File: src/rtl/fsc_pkg.sv
// Shared types, widths and plane tables for the frustum sphere cull core.
// Used by every module under rtl/; depends on nothing else.
`default_nettype none

package fsc_pkg;

  // Field widths
  localparam int DataW     = 32;
  localparam int RadW      = 31;
  localparam int ColCount  = 4;
  localparam int RowCount  = 4;
  localparam int ColIdxW   = 2;

  // Arithmetic widths: 32x32 product, pair sum, column dot, plane distance
  localparam int ProdW     = 2 * DataW;
  localparam int WShiftW   = DataW + 16;
  localparam int PairW     = ProdW + 1;
  localparam int DotW      = PairW + 1;
  localparam int DistW     = DotW + 2;

  // Planes
  localparam int PlaneCount = 6;
  localparam int PlaneIdxW  = 3;
  localparam logic [PlaneIdxW-1:0] NoPlane = 3'd6;

  // Item kinds
  localparam logic ModeLoad = 1'b0;
  localparam logic ModeTest = 1'b1;

  // Plane i is d4 + d(PlaneCol[i]) or d4 - d(PlaneCol[i]) when PlaneNeg[i] is set
  localparam logic [ColIdxW-1:0] PlaneCol [PlaneCount] =
    '{2'd2, 2'd2, 2'd0, 2'd0, 2'd1, 2'd1};
  localparam logic [PlaneCount-1:0] PlaneNeg = 6'b011010;

  typedef logic [DataW-1:0] entry_t;
  typedef logic [RadW-1:0]  radius_t;

  // Load enables for the pipeline registers behind the input stage
  typedef struct packed {
    logic prod;
    logic pair;
    logic dot;
    logic res;
  } stage_en_t;

endpackage

`default_nettype wire

File: src/rtl/fsc_matrix_store.sv
// Column store of the view-projection matrix: four columns of four entries.
// Depends on fsc_pkg. Entries hold no reset value; a load beat writes one column.
`default_nettype none

module fsc_matrix_store (
  input  wire logic                          clk_i,
  input  wire logic                          wr_en_i,
  input  wire logic [fsc_pkg::ColIdxW-1:0]   wr_col_i,
  input  wire fsc_pkg::entry_t               wr_entry_i [fsc_pkg::RowCount],
  output fsc_pkg::entry_t                    col_o [fsc_pkg::ColCount][fsc_pkg::RowCount]
);

  fsc_pkg::entry_t mat_q [fsc_pkg::ColCount][fsc_pkg::RowCount];

  // Write the addressed column on a load beat
  always_ff @(posedge clk_i) begin
    if (wr_en_i) begin
      for (int r = 0; r < fsc_pkg::RowCount; r++) begin
        mat_q[wr_col_i][r] <= wr_entry_i[r];
      end
    end
  end

  assign col_o = mat_q;

endmodule

`default_nettype wire

File: config.mk
export PLATFORM = sky130hd
export DESIGN_NAME = fsc_matrix_store
export DESIGN_NICKNAME = d
export VERILOG_FILES = /design/src/rtl/fsc_pkg.sv /design/src/rtl/fsc_matrix_store.sv
export SDC_FILE = /design/constraint.sdc
export NUM_CORES = 1
export LEC_CHECK = 0
export ABC_AREA = 0
export BUFFER_PORTS_ARGS = -buffer_cell sky130_fd_sc_hd__clkbuf_2
export CAP_MARGIN = 40
export CORE_AREA = 4 4 251 253
export DETAILED_ROUTE_END_ITERATION = 7
export DIE_AREA = 0 0 255 257
export PLACE_DENSITY = 0.63
export SYNTH_ARGS = -nofsm -noshare
export SYNTH_HDL_FRONTEND = slang
export SYNTH_SLANG_ARGS = --single-unit
File: constraint.sdc
create_clock -name clk_i -period 12.4 [get_ports clk_i]
set_clock_uncertainty 0.15 [all_clocks]
set_input_delay 2.48 -clock clk_i [delete_from_list [all_inputs] [get_ports clk_i]]
set_output_delay 2.48 -clock clk_i [all_outputs]
set_load 0.01 [all_outputs]
==> key figures, run 1 <==
Placed design
  – IO buf count: 643
  – Area post-placement: 0.0208 mm²
  – Final HPWL DP: 31.7 mm
  – Gpl congestion: 0.819

Synthesis
  – Register bit total from synthesis: 512
  – Synth Cell Area: 0.0166 mm²
  – Mapped Nets: 804
  – Area leader, netlist: edfxtp_1
  – Gate Count Post-Synth: 672
  – Post-synth ARST share: 0%
  – Syn Area/Cell: 24.7 µm²
  – Most frequent cell after synthesis: edfxtp_1
  – Commonest register cell after synthesis: edfxtp_1
  – Most frequent cells after synthesis: 512 x edfxtp_1, 62 x and3b_1, 33 x and3_1, 33 x nor3b_1, 10 x buf_2
  – EDFF count, synth: 512
  – Sequential area share after synthesis: 92.6%
  – Distinct cell type count after synthesis: 12
  – Synth warnings: 0
  – Area contributors post-synth: edfxtp_1 93%, and3b_1 3.3%, nor3b_1 1.5%, and3_1 1.2%, buf_6 0.34%
  – Top-area cell type share of the netlist area: 92.6%

Setup path
  – CP Class: primary input to flip-flop
  – Crit-path slowest cell: buf_4
  – Peak fanout along the critical path: 93
  – Crit path DAT: 4970 ps
  – Crit. End Element: flip-flop
  – Worst path most repeated cell: buf_4
  – CP bufs+invs: 3
  – Critical-path cell list: buf_4 -> buf_4 -> and3b_4 -> buf_4
  – Worst path required time: 12450 ps
  – CP top delay family: buffers and inverters
  – CP startpoint kind: primary input
  – Slowest stage delay, CP: 710 ps

Die
  – Die span in y: 257 µm
  – Row cnt: 91
  – Die area: 0.0655 mm²
  – Initial Utilization: 27.2%
  – Ports: 644
  – Die width: 255 µm
  – Total core area: 0.0610 mm²

Power
  – Clk network pwr share: 42.3%
  – LEAKAGE: 8.81 nW
  – Cell area power density: 172 mW/mm²
  – NetSw: 0.806 mW
  – Logic pwr share: 5.8%
  – Seq pwr share: 51.9%
  – Switching portion of total power: 20.7%
  – Internal power: 3.08 mW
  – VDD IR-drop max: 0.000105 V

Clock tree
  – Post_cts resized: 0
  – Post-CTS Repair Setup Buffers: 0
  – Root Driver: clkbuf_16
  – CTS max path bufs: 3
  – CTS Sinks: 512
  – Htree depth: 2
  – CTS Buf Count: 52
  – CTS tree: yes
  – Cts hold-fix bufs: 0
  – Clk slew on worst S/H paths: 60 ps

Drt
  – Routed vias/inst: 4.21
  – Drt wl/cell: 20.3 µm
  – Initial drt markers: 484
  – DR DRC count: 0
  – TritonRoute pass-1 iters: 4
  – Routed via count: 9211
  – Total Wirelength: 44.4 mm
  – Number of routed nets with antenna violations: 0

Final layout
  – Share of layout cells above drive strength 1: 53.0%
  – Synth-to-layout area growth: 36.0%
  – Layout fillers: 5672
  – Final net count: 1485
  – Max reg flops: 512
  – Footprint of the multi-input gates: 0.00106 mm²
  – Storage cell area: 0.0154 mm²
  – Layout Cell Area excl Fill: 0.0226 mm²

GRT
  – Pin count of the biggest net entering global routing: 94
  – Antenna violations before repair: 4
  – Number of global-route vias before repair: 9313
  – GRT Total Usage: 12.7%
  – Grt total ovfl: 0
  – First-pass GRT wire length: 62.6 mm

STA
  – Period utilization: 39.7%
  – Max Fclk: 203 MHz
  – Final Hold Viols: 0
  – Slew Limit Fails: 0
  – Worst rel slew slack: 39.5%
  – Finish-stage setup viols: 0
  – RSZ-0062 raised after global routing: no
  – Worst-margin pin slew: 907 ps
  – Fin Setup TNS: 0 ps
  – Tmin final: 4920 ps

Worst hold path
  – Worst Hold Path EP: col_o[465]$_DFFE_PP_
  – Hold depth: 1
  – HP Start: wr_entry_i[81]
  – Worst Hold Class: primary input to flip-flop

Flow run
  – Max-cap viol count: 0

Outcome
  – Status: completed
## cell usage in the layout, fill, tap and decap left out
cell type and n:
and3b_1 60, clkinvlp_4 2, buf_16 1, clkbuf_16 53, clkinv_2 6, buf_4 12, edfxtp_1 512, nor3b_1 32
and3_1 32, diode_2 4, clkbuf_2 641, nor3b_4 1, inv_6 3, clkinv_1 12, buf_8 1, and3b_2 4
clkinv_4 2, and3b_4 2, clkbuf_1 8, bufinv_16 11, and3_4 1
## final cells by class
cell class,instances,area share (%)
flip-flops and latches,512,68.0
repair buffers,655,14.8
clock buffers,61,6.00
multi-input cells,132,4.70
well taps,790,4.37
clock inverters,36,2.05
diodes,4,0.0443
## power groups by stage
stage	Combinational [mW]	Sequential, mW	Clock (mW)
after CTS	0.231	2.02	1.69
after global placement	0.224	2.05	0
final	0.225	2.02	1.65
after global routing	0.242	2.02	1.77
after floorplan	0.0426	2.10	0
after detailed placement	0.230	2.06	0
## metrics by stage
stage               setup WS [ps]  std cells  util, %  hold WS [ps]  total power, mW
floorplan                    3990        672        -          2430             2.15
global placement             6730       2087     34.0          2540             2.28
detailed placement           6860       2089     34.0          2550             2.29
CTS                          7480       2186     37.0          1920             3.94
global route                 7280       2186     37.0          1930             4.03
finish                       7480       2190     37.0          1970             3.89
## how the worst max path moves through the flow
stage,start,endpoint,slack (ps),cells after the start
finish,wr_col_i[1],col_o[165]$_DFFE_PP_,7480,4
global route,wr_col_i[1],col_o[165]$_DFFE_PP_,7280,4
CTS,wr_col_i[1],col_o[165]$_DFFE_PP_,7480,4
detailed placement,wr_col_i[1],col_o[227]$_DFFE_PP_,6860,4
global placement,wr_col_i[1],col_o[145]$_DFFE_PP_,6730,4
floorplan,wr_col_i[0],col_o[384]$_DFFE_PP_,3990,3
## layer usage
layer	share of wire, %	global-route usage, %
met1	38	14.4
met2	51	22.2
met3	9.4	4.90
met4	2.3	3.39
met5	0.029	0
## cells by family after synthesis
family	share of synthesized area [%]
flops	92.6
simple gates	6.24
buf+inv	1.19
(Power assumes the default switching activity.)
==> inputs of run 2 (changes only) <==
- clock period: 12.4 -> 4.1 ns (I/O delays scaled with it)
==> key figures, run 2 (synthesis gave the netlist of run 1 again) <==
Flow run
  – Max-cap viol count: 0 (unchanged)

Power
  – Switching portion of total power: 21.7% (+1.0 points)
  – Clk network pwr share: 39.5% (-2.8 points)
  – VDD IR-drop max: 0.000292 V (+180%)
  – Internal power: 8.81 mW (+190%)
  – LEAKAGE: 8.79 nW (-0.23%)
  – Cell area power density: 499 mW/mm² (+190%)
  – Logic pwr share: 6.2% (+0.4 points)
  – Seq pwr share: 54.3% (+2.4 points)
  – NetSw: 2.44 mW (+200%)

Setup path
  – Critical path launch point: col_o[274]$_DFFE_PP_
  – Crit-path slowest cell: edfxtp_1
  – CP Class: flip-flop to output pin
  – Slowest stage delay, CP: 650 ps (-60 ps)
  – Peak fanout along the critical path: 1 (-99%)
  – CP top delay family: flip-flops
  – Crit. End Element: output pin
  – Worst path required time: 3130 ps (-9320 ps)
  – CP bufs+invs: 1 (-2)
  – Crit path DAT: 1480 ps (-3490 ps)
  – Worst path depth: 1 (-3)
  – CP startpoint kind: flip-flop
  – Critical-path cell list: clkbuf_2
  – Worst setup path endpoint: col_o[274]

GRT
  – Number of global-route vias before repair: 9432 (+1.3%)
  – Antenna violations before repair: 1 (-3)
  – Pin count of the biggest net entering global routing: 91 (-3.2%)
  – Grt met3 use: 4.06% (-0.84 points)
  – Grt met2 use: 23.2% (+1.0 points)
  – Grt total ovfl: 0 (unchanged)
  – Grt met1 use: 15.3% (+0.84 points)
  – GR peak layer: met2
  – First-pass GRT wire length: 64.0 mm (+2.2%)
  – GRT Total Usage: 13.1% (+0.44 points)

Worst hold path
  – Worst Hold Class: primary input to flip-flop
  – HP Start: wr_entry_i[56]

Final layout
  – Most frequent cells in the layout: 641 x clkbuf_2, 512 x edfxtp_1, 60 x and3b_1
  – Final net count: 1493 (+0.54%)
  – Antenna diode count: 0 (-4)
  – Commonest non-fill, non-tap cell in the layout: clkbuf_2
  – Final Instance Count excl. Fillers: 2192 (+0.091%)
  – Synth-to-layout area growth: 35.7%
  – Max reg flops: 512 (unchanged)
  – Share of layout cells above drive strength 1: 53.0% (about the same)

Clock tree
  – CTS max path bufs: 3 (unchanged)
  – Cts hold-fix bufs: 0 (unchanged)
  – CTS Buf Count: 52 (unchanged)
  – CTS Sinks: 512 (unchanged)
  – Post-CTS Repair Setup Buffers: 0 (unchanged)
  – CTS tree: yes
  – Post_cts resized: 0 (unchanged)
  – Clk slew on worst S/H paths: 70 ps (about the same)
  – Htree depth: 2 (unchanged)
  – Root Driver: clkbuf_16

Drt
  – Total Wirelength: 45.7 mm (+2.9%)
  – DR DRC count: 0 (unchanged)
  – Routed vias/inst: 4.19 (-0.45%)
  – Initial drt markers: 492 (+1.7%)
  – Routed via count: 9178 (-0.36%)
  – Drt wl/cell: 20.9 µm (+2.8%)
  – Number of routed nets with antenna violations: 0 (unchanged)
  – TritonRoute pass-1 iters: 4 (unchanged)

STA
  – Tmin final: 2450 ps
  – Max Fclk: 409 MHz
  – Worst rel slew slack: 51.8% (+12 points)
  – Worst hold slack: 313 ps (-1660 ps)
  – Slew Limit Fails: 0 (unchanged)
  – Finish-stage setup viols: 0 (unchanged)
  – Period utilization: 59.6%
  – RSZ-0062 raised after global routing: no
  – Worst-margin pin slew: 723 ps (-184 ps)
  – Final Hold Viols: 0 (unchanged)

Placed design
  – Gpl congestion: 0.776 (-5.3%)
  – Final HPWL DP: 32.3 mm (+1.8%)
  – IO buf count: 643 (unchanged)
  – Placed Instances: 2097 (+0.38%)

Die
  – Die area: 0.0655 mm² (unchanged)
  – Row cnt: 91 (unchanged)
  – Initial Utilization: 27.2% (unchanged)
  – Ports: 644 (unchanged)
  – Total core area: 0.0610 mm² (unchanged)
  – Die width: 255 µm (unchanged)
  – Die span in y: 257 µm (unchanged)

Outcome
  – Status: completed
-- run 2: cell types whose count changed in the layout (fill, tap and decap cells not counted), sizes merged --
cell / delta
inv: +2
clkbuf: +2
bufinv: -8
clkinvlp: -2
buf: +8
clkinv: +4
diode: -4
-- run 2: layer usage --
layer | wire, µm | share of wire (%)
met1 | 17300 | 38
met4 | 1140 | 2.5
met2 | 23300 | 51
met3 | 3950 | 8.6
met5 | 0 | 0
-- run 2: how the worst min path moves through the flow --
stage,endpoint,slack [ps],depth (start not counted)
4_1_cts,col_o[505]$_DFFE_PP_,260,1
6_report,col_o[184]$_DFFE_PP_,310,1
3_3_place_gp,col_o[433]$_DFFE_PP_,880,1
3_5_place_dp,col_o[505]$_DFFE_PP_,900,1
5_1_grt,col_o[351]$_DFFE_PP_,270,1
2_1_floorplan,col_o[100]$_DFFE_PP_,770,0
-- run 2: per-stage QoR --
stage | power, mW | setup TNS (ps) | instance area (µm²) | worst slack, ps | utilization (%)
after floorplan | 6.48 | -104440 | 16600 | -816 | -
after global placement | 6.91 | 0 | 20900 | 1250 | 34.3
after detailed placement | 6.94 | 0 | 20900 | 1210 | 34.3
after CTS | 11.4 | 0 | 22500 | 1610 | 36.9
after global routing | 11.7 | 0 | 22500 | 1630 | 36.9
final | 11.3 | 0 | 22500 | 1650 | 36.9
-- run 2: final cells by class --
| class | instances | area, µm² |
|---|---|---|
| timing repair buffer | 663 | 3520 |
| tap | 790 | 988 |
| fill | 5689 | 38500 |
| sequential | 512 | 15400 |
| clock buffer | 63 | 1340 |
| clock inverter | 32 | 256 |
| multi-input combinational | 132 | 1060 |
-- run 2: power by group through the flow --
stage          Clock [mW]  Combinational [mW]  Sequential, mW
2_1_floorplan           0               0.131            6.35
3_3_place_gp            0               0.701            6.21
3_5_place_dp            0               0.719            6.22
4_1_cts              4.60               0.720            6.11
5_1_grt              4.80               0.756            6.12
6_report             4.44               0.702            6.11
==> inputs of run 3 (changes only) <==
- PLACE_DENSITY: 0.63 -> 0.61
- clock period: 4.1 -> 2.55 ns (I/O delays scaled with it)
==> key figures, run 3 (synthesis gave the netlist of run 1 again) <==
Outcome
  – Status: completed

GRT
  – Pin count of the biggest net entering global routing: 76 (-16%)
  – Grt total ovfl: 0 (unchanged)
  – Number of global-route vias before repair: 9731 (+3.2%)
  – First-pass GRT wire length: 64.4 mm (+0.62%)
  – GRT Total Usage: 13.0% (-0.077 points)
  – Antenna violations before repair: 4 (+3)

STA
  – Finish-stage setup viols: 0 (unchanged)
  – Period utilization: 76.4%
  – Slew Limit Fails: 0 (unchanged)
  – Tmin final: 1950 ps
  – Max Fclk: 514 MHz
  – Worst-margin pin slew: 631 ps (-92.4 ps)
  – RSZ-0062 raised after global routing: no
  – Final Hold Viols: 0 (unchanged)
  – Worst rel slew slack: 58.0% (+6.2 points)

Drt
  – Number of routed nets with antenna violations: 0 (unchanged)
  – Routed vias/inst: 4.20 (+0.32%)
  – TritonRoute pass-1 iters: 5 (+1)
  – DR DRC count: 0 (unchanged)
  – Initial drt markers: 459 (-6.7%)
  – Highest Signal Layer: met5
  – Routed via count: 9527 (+3.8%)
  – Total Wirelength: 45.2 mm (-1.1%)
  – Routed met1 length: 16.7 mm (-3.8%)
  – Drt wl/cell: 19.9 µm (-4.5%)
  – Detail Route met2 WL: 22.7 mm (-2.6%)
  – WL met3: 4.61 mm (+17%)

Die
  – Ports: 644 (unchanged)
  – Die area: 0.0655 mm² (unchanged)
  – Die width: 255 µm (unchanged)
  – Total core area: 0.0610 mm² (unchanged)
  – Die span in y: 257 µm (unchanged)
  – Initial Utilization: 27.2% (unchanged)
  – Row cnt: 91 (unchanged)

Clock tree
  – CTS Sinks: 512 (unchanged)
  – Root Driver: clkbuf_16
  – Htree depth: 2 (unchanged)
  – CTS tree: yes
  – Post-CTS Repair Setup Buffers: 0 (unchanged)
  – Clk slew on worst S/H paths: 60 ps (about the same)
  – Post_cts resized: 0 (unchanged)
  – Cts hold-fix bufs: 76 (+76)
  – CTS Buf Count: 52 (unchanged)
  – CTS max path bufs: 3 (unchanged)

Setup path
  – CP bufs+invs: 1 (unchanged)
  – CP Class: flip-flop to output pin
  – Slowest stage delay, CP: 530 ps (-120 ps)
  – Worst path required time: 1890 ps (-1240 ps)
  – Peak fanout along the critical path: 1 (unchanged)
  – CP top delay family: flip-flops
  – Critical-path cell list: clkbuf_2
  – Crit-path slowest cell: edfxtp_1
  – Critical path launch point: col_o[22]$_DFFE_PP_
  – CP startpoint kind: flip-flop
  – Crit path DAT: 1290 ps (-190 ps)
  – Crit. End Element: output pin

Final layout
  – Max reg flops: 512 (unchanged)
  – Most frequent cells in the layout: 641 x clkbuf_2, 512 x edfxtp_1, 77 x dlygate4sd3_1
  – Layout Cell Area excl Fill: 0.0234 mm² (+3.9%)
  – Commonest non-fill, non-tap cell in the layout: clkbuf_2
  – Post-layout util: 38.4% (+1.4 points)
  – Share of layout cells above drive strength 1: 50.4% (-2.6 points)
  – Synth-to-layout area growth: 40.9%
  – Final net count: 1568 (+5.0%)

Worst hold path
  – Worst Hold Path EP: col_o[418]$_DFFE_PP_
  – Hold depth: 1 (unchanged)
  – HP Start: wr_entry_i[34]
  – Worst Hold Class: primary input to flip-flop

Placed design
  – Final HPWL DP: 31.8 mm (-1.7%)
  – Area post-placement: 0.0209 mm² (-0.17%)
  – IO buf count: 643 (unchanged)
  – Gpl congestion: 0.790 (+1.8%)

Power
  – Seq pwr share: 52.6% (-1.7 points)
  – Pwr Total: 18.7 mW (+66%)
  – Internal power: 14.7 mW (+67%)
  – VDD IR-drop max: 0.000499 V (+71%)
  – Clk network pwr share: 40.9% (+1.4 points)
  – Logic pwr share: 6.5% (+0.3 points)
  – LEAKAGE: 9.16 nW (+4.2%)
  – Switching portion of total power: 21.1% (-0.65 points)
  – Cell area power density: 798 mW/mm² (+60%)
  – NetSw: 3.93 mW (+61%)

Flow run
  – Max-cap viol count: 0 (unchanged)
[run 3: worst max-delay path by stage]
stage,end,slack [ps],cells after the start
after floorplan,col_o[384]$_DFFE_PP_,-2060,3
after global placement,col_o[485]$_DFFE_PP_,600,3
after detailed placement,col_o[418]$_DFFE_PP_,580,3
after CTS,col_o[22],530,1
after global routing,col_o[284],520,1
final,col_o[22],600,1
[run 3: routing by layer]
layer	up-vias	global-route usage, %
met5	-	0
li1	4247	-
met2	468	22.5
met1	4731	14.9
met3	79	5.10
met4	2	3.93
[run 3: power groups by stage]
stage               Combinational, mW  Sequential (mW)  Clock [mW]
finish                           1.21             9.82        7.64
global placement                 1.12             9.99           0
floorplan                       0.214             10.2           0
CTS                              1.24             9.82        7.88
global route                     1.30             9.85        8.22
detailed placement               1.14             10.0           0
[run 3: layout make-up]
cell class | instances | area (µm²)
clock buffers | 62 | 1380
well taps | 790 | 988
flip-flops and latches | 512 | 15400
multi-input cells | 132 | 1060
clock inverters | 33 | 349
diodes | 1 | 2.50
fillers | 5633 | 37600
repair buffers | 738 | 4250
[run 3: stage by stage]
step | worst slack, ps | std cells | setup TNS, ps | hold WS [ps]
floorplan | -2060 | 672 | -263160 | 459
global placement | 605 | 2095 | 0 | 572
detailed placement | 575 | 2095 | 0 | 580
CTS | 532 | 2266 | 0 | 1.27
global route | 523 | 2267 | 0 | 8.53
finish | 603 | 2268 | 0 | 42.2
